--- src/rtl/tml_pkg.sv ---
// tml_pkg: shared types, codes and character classes for the text mesh lexer
// no dependencies; imported by the channel interfaces and text_mesh_lexer
package tml_pkg;

  localparam int LENGTH_BITS = 16;
  localparam int OFFSET_BITS = 32;
  localparam int LINE_BITS   = 32;

  localparam int TYPE_W  = 5;
  localparam int START_W = 32;
  localparam int TLEN_W  = 16;
  localparam int LINE_W  = 32;

  localparam logic [LENGTH_BITS-1:0] LEN_MAX  = {LENGTH_BITS{1'b1}};
  localparam logic [LINE_BITS-1:0]   LINE_MAX = {LINE_BITS{1'b1}};

  // result queue
  localparam int FIFO_DEPTH = 4;
  localparam int FIFO_AW    = $clog2(FIFO_DEPTH);
  localparam int FIFO_CW    = $clog2(FIFO_DEPTH + 1);

  // lexer modes
  localparam logic [3:0] M_IDLE       = 4'd0;
  localparam logic [3:0] M_SLASH      = 4'd1;
  localparam logic [3:0] M_COMMENT    = 4'd2;
  localparam logic [3:0] M_IDENT      = 4'd3;
  localparam logic [3:0] M_NUMBER     = 4'd4;
  localparam logic [3:0] M_STRING     = 4'd5;
  localparam logic [3:0] M_CHAR_BODY  = 4'd6;
  localparam logic [3:0] M_CHAR_CLOSE = 4'd7;
  localparam logic [3:0] M_ERROR      = 4'd8;

  // token kinds
  localparam logic [TYPE_W-1:0] TOK_IDENT    = 5'd0;
  localparam logic [TYPE_W-1:0] TOK_NUMBER   = 5'd1;
  localparam logic [TYPE_W-1:0] TOK_STRING   = 5'd2;
  localparam logic [TYPE_W-1:0] TOK_LBRACE   = 5'd3;
  localparam logic [TYPE_W-1:0] TOK_RBRACE   = 5'd4;
  localparam logic [TYPE_W-1:0] TOK_LPAREN   = 5'd5;
  localparam logic [TYPE_W-1:0] TOK_RPAREN   = 5'd6;
  localparam logic [TYPE_W-1:0] TOK_LBRACKET = 5'd7;
  localparam logic [TYPE_W-1:0] TOK_RBRACKET = 5'd8;
  localparam logic [TYPE_W-1:0] TOK_COMMA    = 5'd9;
  localparam logic [TYPE_W-1:0] TOK_EQUALS   = 5'd10;
  localparam logic [TYPE_W-1:0] TOK_SEMI     = 5'd11;
  localparam logic [TYPE_W-1:0] TOK_STAR     = 5'd12;
  localparam logic [TYPE_W-1:0] TOK_GREATER  = 5'd13;
  localparam logic [TYPE_W-1:0] TOK_LESS     = 5'd14;
  localparam logic [TYPE_W-1:0] TOK_FSLASH   = 5'd15;
  localparam logic [TYPE_W-1:0] TOK_BSLASH   = 5'd16;
  localparam logic [TYPE_W-1:0] TOK_AT       = 5'd17;
  localparam logic [TYPE_W-1:0] TOK_BANG     = 5'd18;
  localparam logic [TYPE_W-1:0] TOK_PIPE     = 5'd20;
  localparam logic [TYPE_W-1:0] TOK_AMP      = 5'd21;
  localparam logic [TYPE_W-1:0] TOK_PLUS     = 5'd22;
  localparam logic [TYPE_W-1:0] TOK_MINUS    = 5'd23;
  localparam logic [TYPE_W-1:0] TOK_COLON    = 5'd24;
  localparam logic [TYPE_W-1:0] TOK_HASH     = 5'd25;
  localparam logic [TYPE_W-1:0] TOK_DOT      = 5'd26;
  localparam logic [TYPE_W-1:0] TOK_CHAR     = 5'd27;

  // characters
  localparam logic [7:0] CH_SPACE = 8'h20;
  localparam logic [7:0] CH_TAB   = 8'h09;
  localparam logic [7:0] CH_CR    = 8'h0D;
  localparam logic [7:0] CH_LF    = 8'h0A;
  localparam logic [7:0] CH_SLASH = 8'h2F;
  localparam logic [7:0] CH_BSL   = 8'h5C;
  localparam logic [7:0] CH_DQUOTE = 8'h22;
  localparam logic [7:0] CH_SQUOTE = 8'h27;
  localparam logic [7:0] CH_DOT   = 8'h2E;
  localparam logic [7:0] CH_UNDER = 8'h5F;
  localparam logic [7:0] CH_0     = 8'h30;
  localparam logic [7:0] CH_9     = 8'h39;
  localparam logic [7:0] CH_UA    = 8'h41;
  localparam logic [7:0] CH_UZ    = 8'h5A;
  localparam logic [7:0] CH_LA    = 8'h61;
  localparam logic [7:0] CH_LZ    = 8'h7A;

  typedef struct packed {
    logic              hit;
    logic [TYPE_W-1:0] kind;
  } punct_t;

  typedef struct packed {
    logic [TYPE_W-1:0]  token_type;
    logic [START_W-1:0] token_start;
    logic [TLEN_W-1:0]  token_length;
    logic [LINE_W-1:0]  token_line;
    logic               error_flag;
    logic [7:0]         bad_byte;
    logic               file_end;
    logic               run_last;
  } result_t;

  function automatic logic is_alpha_(input logic [7:0] b);
    return (b >= CH_UA && b <= CH_UZ) || (b >= CH_LA && b <= CH_LZ) || b == CH_UNDER;
  endfunction

  function automatic logic is_digit(input logic [7:0] b);
    return b >= CH_0 && b <= CH_9;
  endfunction

  function automatic punct_t punct_kind(input logic [7:0] b);
    punct_t p;
    p.hit = 1'b1;
    case (b)
      8'h7B: p.kind = TOK_LBRACE;
      8'h7D: p.kind = TOK_RBRACE;
      8'h28: p.kind = TOK_LPAREN;
      8'h29: p.kind = TOK_RPAREN;
      8'h5B: p.kind = TOK_LBRACKET;
      8'h5D: p.kind = TOK_RBRACKET;
      8'h2C: p.kind = TOK_COMMA;
      8'h3D: p.kind = TOK_EQUALS;
      8'h3B: p.kind = TOK_SEMI;
      8'h2A: p.kind = TOK_STAR;
      8'h3E: p.kind = TOK_GREATER;
      8'h3C: p.kind = TOK_LESS;
      8'h5C: p.kind = TOK_BSLASH;
      8'h40: p.kind = TOK_AT;
      8'h21: p.kind = TOK_BANG;
      8'h7C: p.kind = TOK_PIPE;
      8'h26: p.kind = TOK_AMP;
      8'h2B: p.kind = TOK_PLUS;
      8'h2D: p.kind = TOK_MINUS;
      8'h3A: p.kind = TOK_COLON;
      8'h23: p.kind = TOK_HASH;
      8'h2E: p.kind = TOK_DOT;
      default: begin
        p.hit  = 1'b0;
        p.kind = TOK_IDENT;
      end
    endcase
    return p;
  endfunction

endpackage

--- src/rtl/tml_if.sv ---
// tml_if: valid/ready channels for the text mesh lexer (byte in, token word out)
// depends on tml_pkg for field widths
interface tml_in_if import tml_pkg::*; ();
  logic       valid;
  logic       ready;
  logic [7:0] data_byte;
  logic       last_byte;

  modport source(output valid, output data_byte, output last_byte, input ready);
  modport sink(input valid, input data_byte, input last_byte, output ready);
endinterface

interface tml_out_if import tml_pkg::*; ();
  logic               valid;
  logic               ready;
  logic [TYPE_W-1:0]  token_type;
  logic [START_W-1:0] token_start;
  logic [TLEN_W-1:0]  token_length;
  logic [LINE_W-1:0]  token_line;
  logic               error_flag;
  logic [7:0]         bad_byte;
  logic               file_end;
  logic               run_last;

  modport source(output valid, output token_type, output token_start, output token_length,
                 output token_line, output error_flag, output bad_byte, output file_end,
                 output run_last, input ready);
  modport sink(input valid, input token_type, input token_start, input token_length,
               input token_line, input error_flag, input bad_byte, input file_end,
               input run_last, output ready);
endinterface

--- src/rtl/text_mesh_lexer.sv ---
// text_mesh_lexer: streaming tokenizer for text mesh files, one byte per word
// depends on tml_pkg and the tml_in_if / tml_out_if channels
//
// usage:
//   in_ch carries the file one byte per word; last_byte marks the final byte,
//   which flushes any pending token and returns the lexer to its reset state
//   so the next word starts a new file.
//   out_ch carries one word per token (or one error word for the first bad
//   byte, after which bytes are ignored until the final byte); run_last marks
//   the last word caused by an input byte, file_end the last word caused by a
//   final byte. a byte is lexed in the cycle it is accepted; its zero, one or
//   two words land in a four-entry result queue, from whose registers out_ch
//   is driven, oldest first. throughput is one byte per cycle; out_ch
//   drains one word at a time, and in_ch.ready drops while fewer than two
//   queue entries are free, so a stalled receiver backs up into the byte
//   stream without losing words.
//   after reset: queue empty, line 1, offset 0, lexer between tokens.
module text_mesh_lexer import tml_pkg::*; (
  input logic       clk,
  input logic       rst_n,
  tml_in_if.sink    in_ch,
  tml_out_if.source out_ch
);

  // lexer state
  logic [3:0]             mode_r, mode_nxt;
  logic [OFFSET_BITS-1:0] start_r, start_nxt;
  logic [LENGTH_BITS-1:0] len_r, len_nxt;
  logic [LINE_BITS-1:0]   line_r, line_nxt;
  logic [OFFSET_BITS-1:0] off_r, off_nxt;
  logic                   bsl_r, bsl_nxt;
  logic [LINE_BITS-1:0]   sline_r, sline_nxt;

  // result queue
  result_t              fifo_r [FIFO_DEPTH];
  logic [FIFO_AW-1:0]   wr_ptr_r, rd_ptr_r;
  logic [FIFO_CW-1:0]   count_r, count_nxt;

  logic       accept, pop;
  logic [7:0] b;
  logic       last;
  logic       do_idle, cont;
  punct_t     pk;
  logic       em_a_v, em_b_v, em_c_v;
  result_t    em_a, em_b, em_c, res0, res1;
  logic [1:0] n_res;
  logic [LINE_BITS-1:0]   line_inc;
  logic [LENGTH_BITS-1:0] len_inc;

  assign accept = in_ch.valid && in_ch.ready;
  assign pop    = out_ch.valid && out_ch.ready;
  assign b      = in_ch.data_byte;
  assign last   = in_ch.last_byte;

  assign in_ch.ready = count_r <= FIFO_CW'(FIFO_DEPTH - 2);

  assign line_inc = (line_r == LINE_MAX) ? line_r : line_r + 1'b1;
  assign len_inc  = (len_r == LEN_MAX) ? len_r : len_r + 1'b1;
  assign pk       = punct_kind(b);

  always_comb begin
    mode_nxt  = mode_r;
    start_nxt = start_r;
    len_nxt   = len_r;
    line_nxt  = line_r;
    off_nxt   = off_r;
    bsl_nxt   = bsl_r;
    sline_nxt = sline_r;
    do_idle   = 1'b0;
    cont      = 1'b0;
    em_a_v    = 1'b0;
    em_b_v    = 1'b0;
    em_c_v    = 1'b0;
    em_a      = '0;
    em_b      = '0;
    em_c      = '0;

    // token in progress: continue or close it
    em_a.token_start = START_W'(start_r);
    em_a.token_line  = LINE_W'(sline_r);
    case (mode_r)
      M_IDENT, M_NUMBER: begin
        cont = (mode_r == M_IDENT) ? (is_alpha_(b) || is_digit(b))
                                   : (is_digit(b) || b == CH_DOT);
        if (cont) begin
          len_nxt = len_inc;
        end else begin
          em_a_v            = 1'b1;
          em_a.token_type   = (mode_r == M_IDENT) ? TOK_IDENT : TOK_NUMBER;
          em_a.token_length = TLEN_W'(len_r);
          do_idle           = 1'b1;
        end
      end
      M_SLASH: begin
        if (b == CH_SLASH) begin
          mode_nxt = M_COMMENT;
        end else begin
          em_a_v          = 1'b1;
          em_a.token_type = TOK_FSLASH;
          do_idle         = 1'b1;
        end
      end
      M_COMMENT: begin
        if (b == CH_LF) begin
          line_nxt = line_inc;
          mode_nxt = M_IDLE;
        end
      end
      M_STRING: begin
        if (b == CH_DQUOTE && !bsl_r) begin
          em_a_v            = 1'b1;
          em_a.token_type   = TOK_STRING;
          em_a.token_length = TLEN_W'(len_r);
          mode_nxt          = M_IDLE;
        end else begin
          len_nxt = len_inc;
          bsl_nxt = (b == CH_BSL);
        end
      end
      M_CHAR_BODY: begin
        em_a_v            = 1'b1;
        em_a.token_type   = TOK_CHAR;
        em_a.token_length = TLEN_W'(1);
        mode_nxt          = M_CHAR_CLOSE;
      end
      M_CHAR_CLOSE: mode_nxt = M_IDLE;
      M_ERROR:      mode_nxt = M_ERROR;
      default:      do_idle = 1'b1;
    endcase

    // between tokens: classify the byte
    em_b.token_start = START_W'(off_r);
    em_b.token_line  = LINE_W'(line_r);
    if (do_idle) begin
      mode_nxt = M_IDLE;
      if (b == CH_SPACE || b == CH_TAB || b == CH_CR || b == CH_LF) begin
        if (b == CH_LF) begin
          line_nxt = line_inc;
        end
      end else if (b == CH_SLASH || is_alpha_(b) || is_digit(b) ||
                   b == CH_DQUOTE || b == CH_SQUOTE) begin
        sline_nxt = line_r;
        bsl_nxt   = 1'b0;
        start_nxt = off_r;
        len_nxt   = '0;
        if (b == CH_SLASH) begin
          mode_nxt = M_SLASH;
        end else if (is_alpha_(b)) begin
          mode_nxt = M_IDENT;
          len_nxt  = LENGTH_BITS'(1);
        end else if (is_digit(b)) begin
          mode_nxt = M_NUMBER;
          len_nxt  = LENGTH_BITS'(1);
        end else if (b == CH_DQUOTE) begin
          mode_nxt  = M_STRING;
          start_nxt = off_r + 1'b1;
        end else begin
          mode_nxt  = M_CHAR_BODY;
          start_nxt = off_r + 1'b1;
        end
      end else if (pk.hit) begin
        em_b_v          = 1'b1;
        em_b.token_type = pk.kind;
      end else begin
        em_b_v          = 1'b1;
        em_b.error_flag = 1'b1;
        em_b.bad_byte   = b;
        mode_nxt        = M_ERROR;
      end
    end

    // end of file: flush what is pending, then back to reset state
    em_c.token_start  = START_W'(start_nxt);
    em_c.token_line   = LINE_W'(sline_nxt);
    em_c.token_length = TLEN_W'(len_nxt);
    if (last) begin
      case (mode_nxt)
        M_IDENT: begin
          em_c_v          = 1'b1;
          em_c.token_type = TOK_IDENT;
        end
        M_NUMBER: begin
          em_c_v          = 1'b1;
          em_c.token_type = TOK_NUMBER;
        end
        M_STRING: begin
          em_c_v          = 1'b1;
          em_c.token_type = TOK_STRING;
        end
        M_SLASH: begin
          em_c_v            = 1'b1;
          em_c.token_type   = TOK_FSLASH;
          em_c.token_length = '0;
        end
        M_CHAR_BODY: begin
          em_c_v            = 1'b1;
          em_c.token_type   = TOK_CHAR;
          em_c.token_length = '0;
        end
        default: em_c_v = 1'b0;
      endcase
      mode_nxt  = M_IDLE;
      start_nxt = '0;
      len_nxt   = '0;
      line_nxt  = LINE_BITS'(1);
      off_nxt   = '0;
      bsl_nxt   = 1'b0;
      sline_nxt = LINE_BITS'(1);
    end else begin
      off_nxt = off_r + 1'b1;
    end

    // pack up to two words in order
    res0  = em_a_v ? em_a : (em_b_v ? em_b : em_c);
    res1  = (em_a_v && em_b_v) ? em_b : em_c;
    n_res = 2'(em_a_v) + 2'(em_b_v) + 2'(em_c_v);
    if (n_res == 2'd1) begin
      res0.run_last = 1'b1;
      res0.file_end = last;
    end
    if (n_res == 2'd2) begin
      res1.run_last = 1'b1;
      res1.file_end = last;
    end
  end

  always_comb begin
    count_nxt = count_r;
    if (accept) begin
      count_nxt = count_nxt + FIFO_CW'(n_res);
    end
    if (pop) begin
      count_nxt = count_nxt - 1'b1;
    end
  end

  always_ff @(posedge clk) begin
    if (!rst_n) begin
      mode_r   <= M_IDLE;
      start_r  <= '0;
      len_r    <= '0;
      line_r   <= LINE_BITS'(1);
      off_r    <= '0;
      bsl_r    <= 1'b0;
      sline_r  <= LINE_BITS'(1);
      wr_ptr_r <= '0;
      rd_ptr_r <= '0;
      count_r  <= '0;
    end else begin
      if (accept) begin
        mode_r   <= mode_nxt;
        start_r  <= start_nxt;
        len_r    <= len_nxt;
        line_r   <= line_nxt;
        off_r    <= off_nxt;
        bsl_r    <= bsl_nxt;
        sline_r  <= sline_nxt;
        wr_ptr_r <= wr_ptr_r + FIFO_AW'(n_res);
      end
      if (pop) begin
        rd_ptr_r <= rd_ptr_r + 1'b1;
      end
      count_r <= count_nxt;
    end
  end

  // queue storage, payload only
  always_ff @(posedge clk) begin
    if (accept && n_res != 2'd0) begin
      fifo_r[wr_ptr_r] <= res0;
    end
    if (accept && n_res == 2'd2) begin
      fifo_r[wr_ptr_r + 1'b1] <= res1;
    end
  end

  assign out_ch.valid        = count_r != '0;
  assign out_ch.token_type   = fifo_r[rd_ptr_r].token_type;
  assign out_ch.token_start  = fifo_r[rd_ptr_r].token_start;
  assign out_ch.token_length = fifo_r[rd_ptr_r].token_length;
  assign out_ch.token_line   = fifo_r[rd_ptr_r].token_line;
  assign out_ch.error_flag   = fifo_r[rd_ptr_r].error_flag;
  assign out_ch.bad_byte     = fifo_r[rd_ptr_r].bad_byte;
  assign out_ch.file_end     = fifo_r[rd_ptr_r].file_end;
  assign out_ch.run_last     = fifo_r[rd_ptr_r].run_last;

endmodule
--- src/flat_wrapper.sv ---
// flat-port wrapper written by rule: the top's interface ports become plain ports
module text_mesh_lexer_flat import tml_pkg::*;
  (clk, rst_n, in_ch_valid, in_ch_data_byte, in_ch_last_byte, in_ch_ready, out_ch_valid, out_ch_token_type, out_ch_token_start, out_ch_token_length, out_ch_token_line, out_ch_error_flag, out_ch_bad_byte, out_ch_file_end, out_ch_run_last, out_ch_ready);
  tml_in_if in_ch_i ();
  tml_out_if out_ch_i ();
  input logic clk;
  input logic rst_n;
  input wire logic [$bits(in_ch_i.valid)-1:0] in_ch_valid;
  input wire logic [$bits(in_ch_i.data_byte)-1:0] in_ch_data_byte;
  input wire logic [$bits(in_ch_i.last_byte)-1:0] in_ch_last_byte;
  output wire logic [$bits(in_ch_i.ready)-1:0] in_ch_ready;
  output wire logic [$bits(out_ch_i.valid)-1:0] out_ch_valid;
  output wire logic [$bits(out_ch_i.token_type)-1:0] out_ch_token_type;
  output wire logic [$bits(out_ch_i.token_start)-1:0] out_ch_token_start;
  output wire logic [$bits(out_ch_i.token_length)-1:0] out_ch_token_length;
  output wire logic [$bits(out_ch_i.token_line)-1:0] out_ch_token_line;
  output wire logic [$bits(out_ch_i.error_flag)-1:0] out_ch_error_flag;
  output wire logic [$bits(out_ch_i.bad_byte)-1:0] out_ch_bad_byte;
  output wire logic [$bits(out_ch_i.file_end)-1:0] out_ch_file_end;
  output wire logic [$bits(out_ch_i.run_last)-1:0] out_ch_run_last;
  input wire logic [$bits(out_ch_i.ready)-1:0] out_ch_ready;
  assign in_ch_i.valid = in_ch_valid;
  assign in_ch_i.data_byte = in_ch_data_byte;
  assign in_ch_i.last_byte = in_ch_last_byte;
  assign in_ch_ready = in_ch_i.ready;
  assign out_ch_valid = out_ch_i.valid;
  assign out_ch_token_type = out_ch_i.token_type;
  assign out_ch_token_start = out_ch_i.token_start;
  assign out_ch_token_length = out_ch_i.token_length;
  assign out_ch_token_line = out_ch_i.token_line;
  assign out_ch_error_flag = out_ch_i.error_flag;
  assign out_ch_bad_byte = out_ch_i.bad_byte;
  assign out_ch_file_end = out_ch_i.file_end;
  assign out_ch_run_last = out_ch_i.run_last;
  assign out_ch_i.ready = out_ch_ready;
  text_mesh_lexer u_core (.clk(clk), .rst_n(rst_n), .in_ch(in_ch_i), .out_ch(out_ch_i));
endmodule
--- config.mk ---
export PLATFORM = sky130hd
export DESIGN_NAME = text_mesh_lexer_flat
export DESIGN_NICKNAME = d
export VERILOG_FILES = /design/src/rtl/tml_pkg.sv /design/src/rtl/tml_if.sv /design/src/rtl/text_mesh_lexer.sv /design/src/flat_wrapper.sv
export SDC_FILE = /design/constraint.sdc
export NUM_CORES = 1
export LEC_CHECK = 0
export BUFFER_PORTS_ARGS = -buffer_cell sky130_fd_sc_hd__buf_2
export CAP_MARGIN = 10
export CORE_MARGIN = 2
export CORE_UTILIZATION = 25
export DETAILED_ROUTE_END_ITERATION = 8
export PLACE_DENSITY = 0.4
export SLEW_MARGIN = 25
export SYNTH_ARGS = -nofsm -noshare
export SYNTH_HDL_FRONTEND = slang
export SYNTH_SLANG_ARGS = --single-unit
--- constraint.sdc ---
create_clock -name clk -period 16.28 [get_ports clk]
set_input_delay 3.256 -clock clk [delete_from_list [all_inputs] [get_ports clk]]
set_output_delay 3.256 -clock clk [all_outputs]
set_load 0.05 [all_outputs]
==> impl_metrics.tcl <==
set metrics [dict create \
    yosysWarnings 0 \
    seqPwrFrac 0.352 \
    slew_violations 0 \
    grt_pass1_vias 21180 \
    grt_max_degree 54 \
    cp-end-kind "flip-flop" \
    post-cts-setup-buffers 0 \
    cts_tree "yes" \
    crit_path_start_kind "input pin" \
    wl_per_cell_um 24.55 \
    worstSkewPairLatency_ns 0.64 \
    initial_utilization 0.2530 \
    ff2ff_setup_slack_ns 9.93 \
    die_x_um 341.9 \
    drv_cap 0 \
    status "finished clean" \
    hpwl_um 59380 \
    cp_slowest_cell "nand2_4" \
    place.gp.congestion 0.7981 \
    cts_buffer_depth 3 \
    crit_type "input pin to flip-flop" \
    io_buffers 110 \
    worst_slew_pin_slew_ns 1.083 \
    ctsResizeCount 0 \
    rows 123 \
    fin_crit_ns 8.938 \
    hold_slack_ns 0.5152 \
    clkPwrFrac 0.307 \
    critPathMaxFanout 32 \
    switching_power_w 0.001988 \
    synth_nets 2502 \
    hold_viol_final 0 \
    htree_levels 3 \
    cp_data_arrival_time_ns 9.30 \
    layout-drive-gt1-share 0.2167 \
    clk_pin_slew_worst_paths_ns 0.06 \
    synth.distinct_cells 94 \
    pin_count 111 \
    multi_input_area_mm2 0.01279 \
    area_growth_pct 14.27 \
    wl_um 98470 \
    synth_edf_count 384 \
    max_freq_ghz 0.1119 \
    cp.required_ns 16.64 \
    period_share 0.5490 \
    cts-root-buf "clkbuf_16" \
    cpPeakStageDelay_ns 0.82 \
    antenna_found_initial 1 \
    async_flop_share 0 \
    track_usage 0.1665 \
    core_area_mm2 0.1128 \
    intPower_w 0.003059 \
    setup_viol 0 \
    ant_nets 0 \
    power_density_mw_per_mm2 154.7 \
    ir_drop_mv 0.08442 \
    seq_area_frac_synth 0.5148 \
    num-fill-cells 11510 \
    synth_ff_type "edfxtp_1" \
    diodes 0 \
    numCtsBuffers 68 \
    grt_overflow 0 \
    drt_iter0_markers 1755 \
    synth_seq_cells 542 \
    die_height_um 341.9 \
    final_nets 2476 \
    p_leak_nw 10.16 \
    dieArea_mm2 0.1169 \
    seqCellArea_mm2 0.01470 \
    rsz0062_at_grt "false" \
    comb_power_share 0.341 \
    drc_errors 0 \
    path_cells "buf_2 > or4b_1 > or4_4 > nand3_2 > o21ai_2 > mux2_2 > o21ai_0 > nand2_1 > fa_1 > and3_1 > nand3_1 > nand2_4 > o211ai_4 > buf_4 > mux2_1" \
    netlist_instances 2481 \
    detail_route.vias_per_cell 5.177 \
    firstDrtPassIters 5 \
    vias 20760 \
    setup_ws_ns 7.342 \
    grt_pass1_wl_um 145400 \
    timing.setup.tns_ns 0 \
    pre_cts_ws_ns 6.210 \
    slew_headroom 0.2777 \
    hp-class "flip-flop to flip-flop" \
    clock-sinks 542 \
    skew_ns 0.03222 \
    syn_area_mm2 0.02854 \
    hold_buffers 0 \
    avgSynthCellArea_um2 11.50 \
    swShare 0.3939 \
]
## path summary, 6_finish.rpt
check / end / start / cells after the start
worst max-delay path: u_core.fifo_r[0][40] / in_ch_data_byte[4] / 15
worst min-delay path: u_core.start_r[3] / u_core.start_r[3] / 2
worst max register to register: u_core.fifo_r[0][40] / u_core.mode_r[1] / 14
worst min register to register: u_core.start_r[3] / u_core.start_r[3] / 2
## synth_stat cells, types with 38 or more instances
library cell  instances  share of area
o21ai_0             197          0.035
mux2_4               78          0.041
mux2_2               38          0.015
a21oi_1             126          0.022
mux2i_1              48          0.017
xnor2_1              50          0.015
and2_1               46          0.010
nand3_1              69          0.012
clkbuf_1            177          0.023
o22ai_1              45         0.0099
edfxtp_1            384           0.40
nand2_1             154          0.020
nor2_1              181          0.024
mux4_2               96          0.076
nor3_1               40         0.0070
dfxtp_1             158           0.11
a22oi_1             137          0.036
## area by class of cell
type / count / share of cell area
timing repair buffer: 156 / 0.02747
sequential: 542 / 0.4508
inverter: 17 / 0.002417
clock inverter: 31 / 0.01047
tap: 1500 / 0.05754
multi-input combinational: 1670 / 0.3921
clock buffer: 94 / 0.05923
## sequential cells by signal, summed over array words and instances, names as in the netlist, named ones only
register	flops
u_core.count_r	3
u_core.sline_r	32
u_core.start_r	32
u_core.off_r	32
u_core.len_r	16
u_core.rd_ptr_r	2
u_core.mode_r	4
u_core.line_r	32
u_core.bsl_r	1
u_core.fifo_r	384
u_core.wr_ptr_r	2
## through the flow
stage / instance area (µm²) / util / total power (W) / std cells
after floorplan: 28540 / - / 0.003011 / 2481
after global placement: 30320 / 0.2688 / 0.003561 / 3885
after detailed placement: 30330 / 0.2689 / 0.003571 / 3885
after CTS: 32600 / 0.2890 / 0.005136 / 4010
after global routing: 32620 / 0.2891 / 0.005256 / 4010
final: 32620 / 0.2891 / 0.005047 / 4010
## critical path, delay by kind of cell
kind                       cells  cell delay, ns
AOI/OAI and AO/OA              3            0.54
adders and majority gates      1            0.69
buffers and inverters          2            0.58
and+or+nand+nor                7            3.40
muxes                          2            0.78
## power by group through the flow
stage	clock (W)	combinational, W	sequential, W
after global placement	0	0.00176	0.00180
after CTS	0.00159	0.00176	0.00178
after floorplan	0	0.00125	0.00176
after global routing	0.00164	0.00182	0.00179
final	0.00155	0.00172	0.00177
after detailed placement	0	0.00176	0.00181
## metal layers
layer / vias up / global-route usage / share of wire
met3: 150 / 0.02924 / 0.049
met4: 0 / 0.04818 / 0.025
met5: - / 0 / 0
li1: 9411 / - / -
met2: 585 / 0.2825 / 0.49
met1: 10620 / 0.2163 / 0.44
## cell usage in the layout (no fill, tap or decap), types with 10 or more instances in the layout
cell and n:
and2_1 42, a22oi_1 137, inv_1 14, mux4_2 96, o22ai_1 45, clkinv_2 10, dfxtp_1 156, xnor2_1 50
a21oi_1 122, clkbuf_1 15, buf_2 110, a22o_1 13, o31ai_1 20, nor2b_1 15, o21ai_0 196, nor2_1 169
nor3_1 38, mux2_2 38, xor2_1 32, a31oi_1 25, edfxtp_1 384, and3_1 22, mux2_4 78, buf_4 46
nand3_1 69, clkbuf_16 70, mux2i_1 48, or3_1 26, nand2_1 150, nand4_1 36
## cell families (layout without fill, tap and decap cells)
group | count (synthesis) | in the layout | share of synthesized area
buf+inv | 269 | 298 | 0.04278
compound gates | 647 | 647 | 0.1443
xor+xnor | 83 | 83 | 0.02573
fa+ha+maj | 8 | 8 | 0.004033
flops | 542 | 542 | 0.5148
simple gates | 669 | 669 | 0.1185
mux | 263 | 263 | 0.1498
No activity file was read; power rests on OpenSTA's default activity.
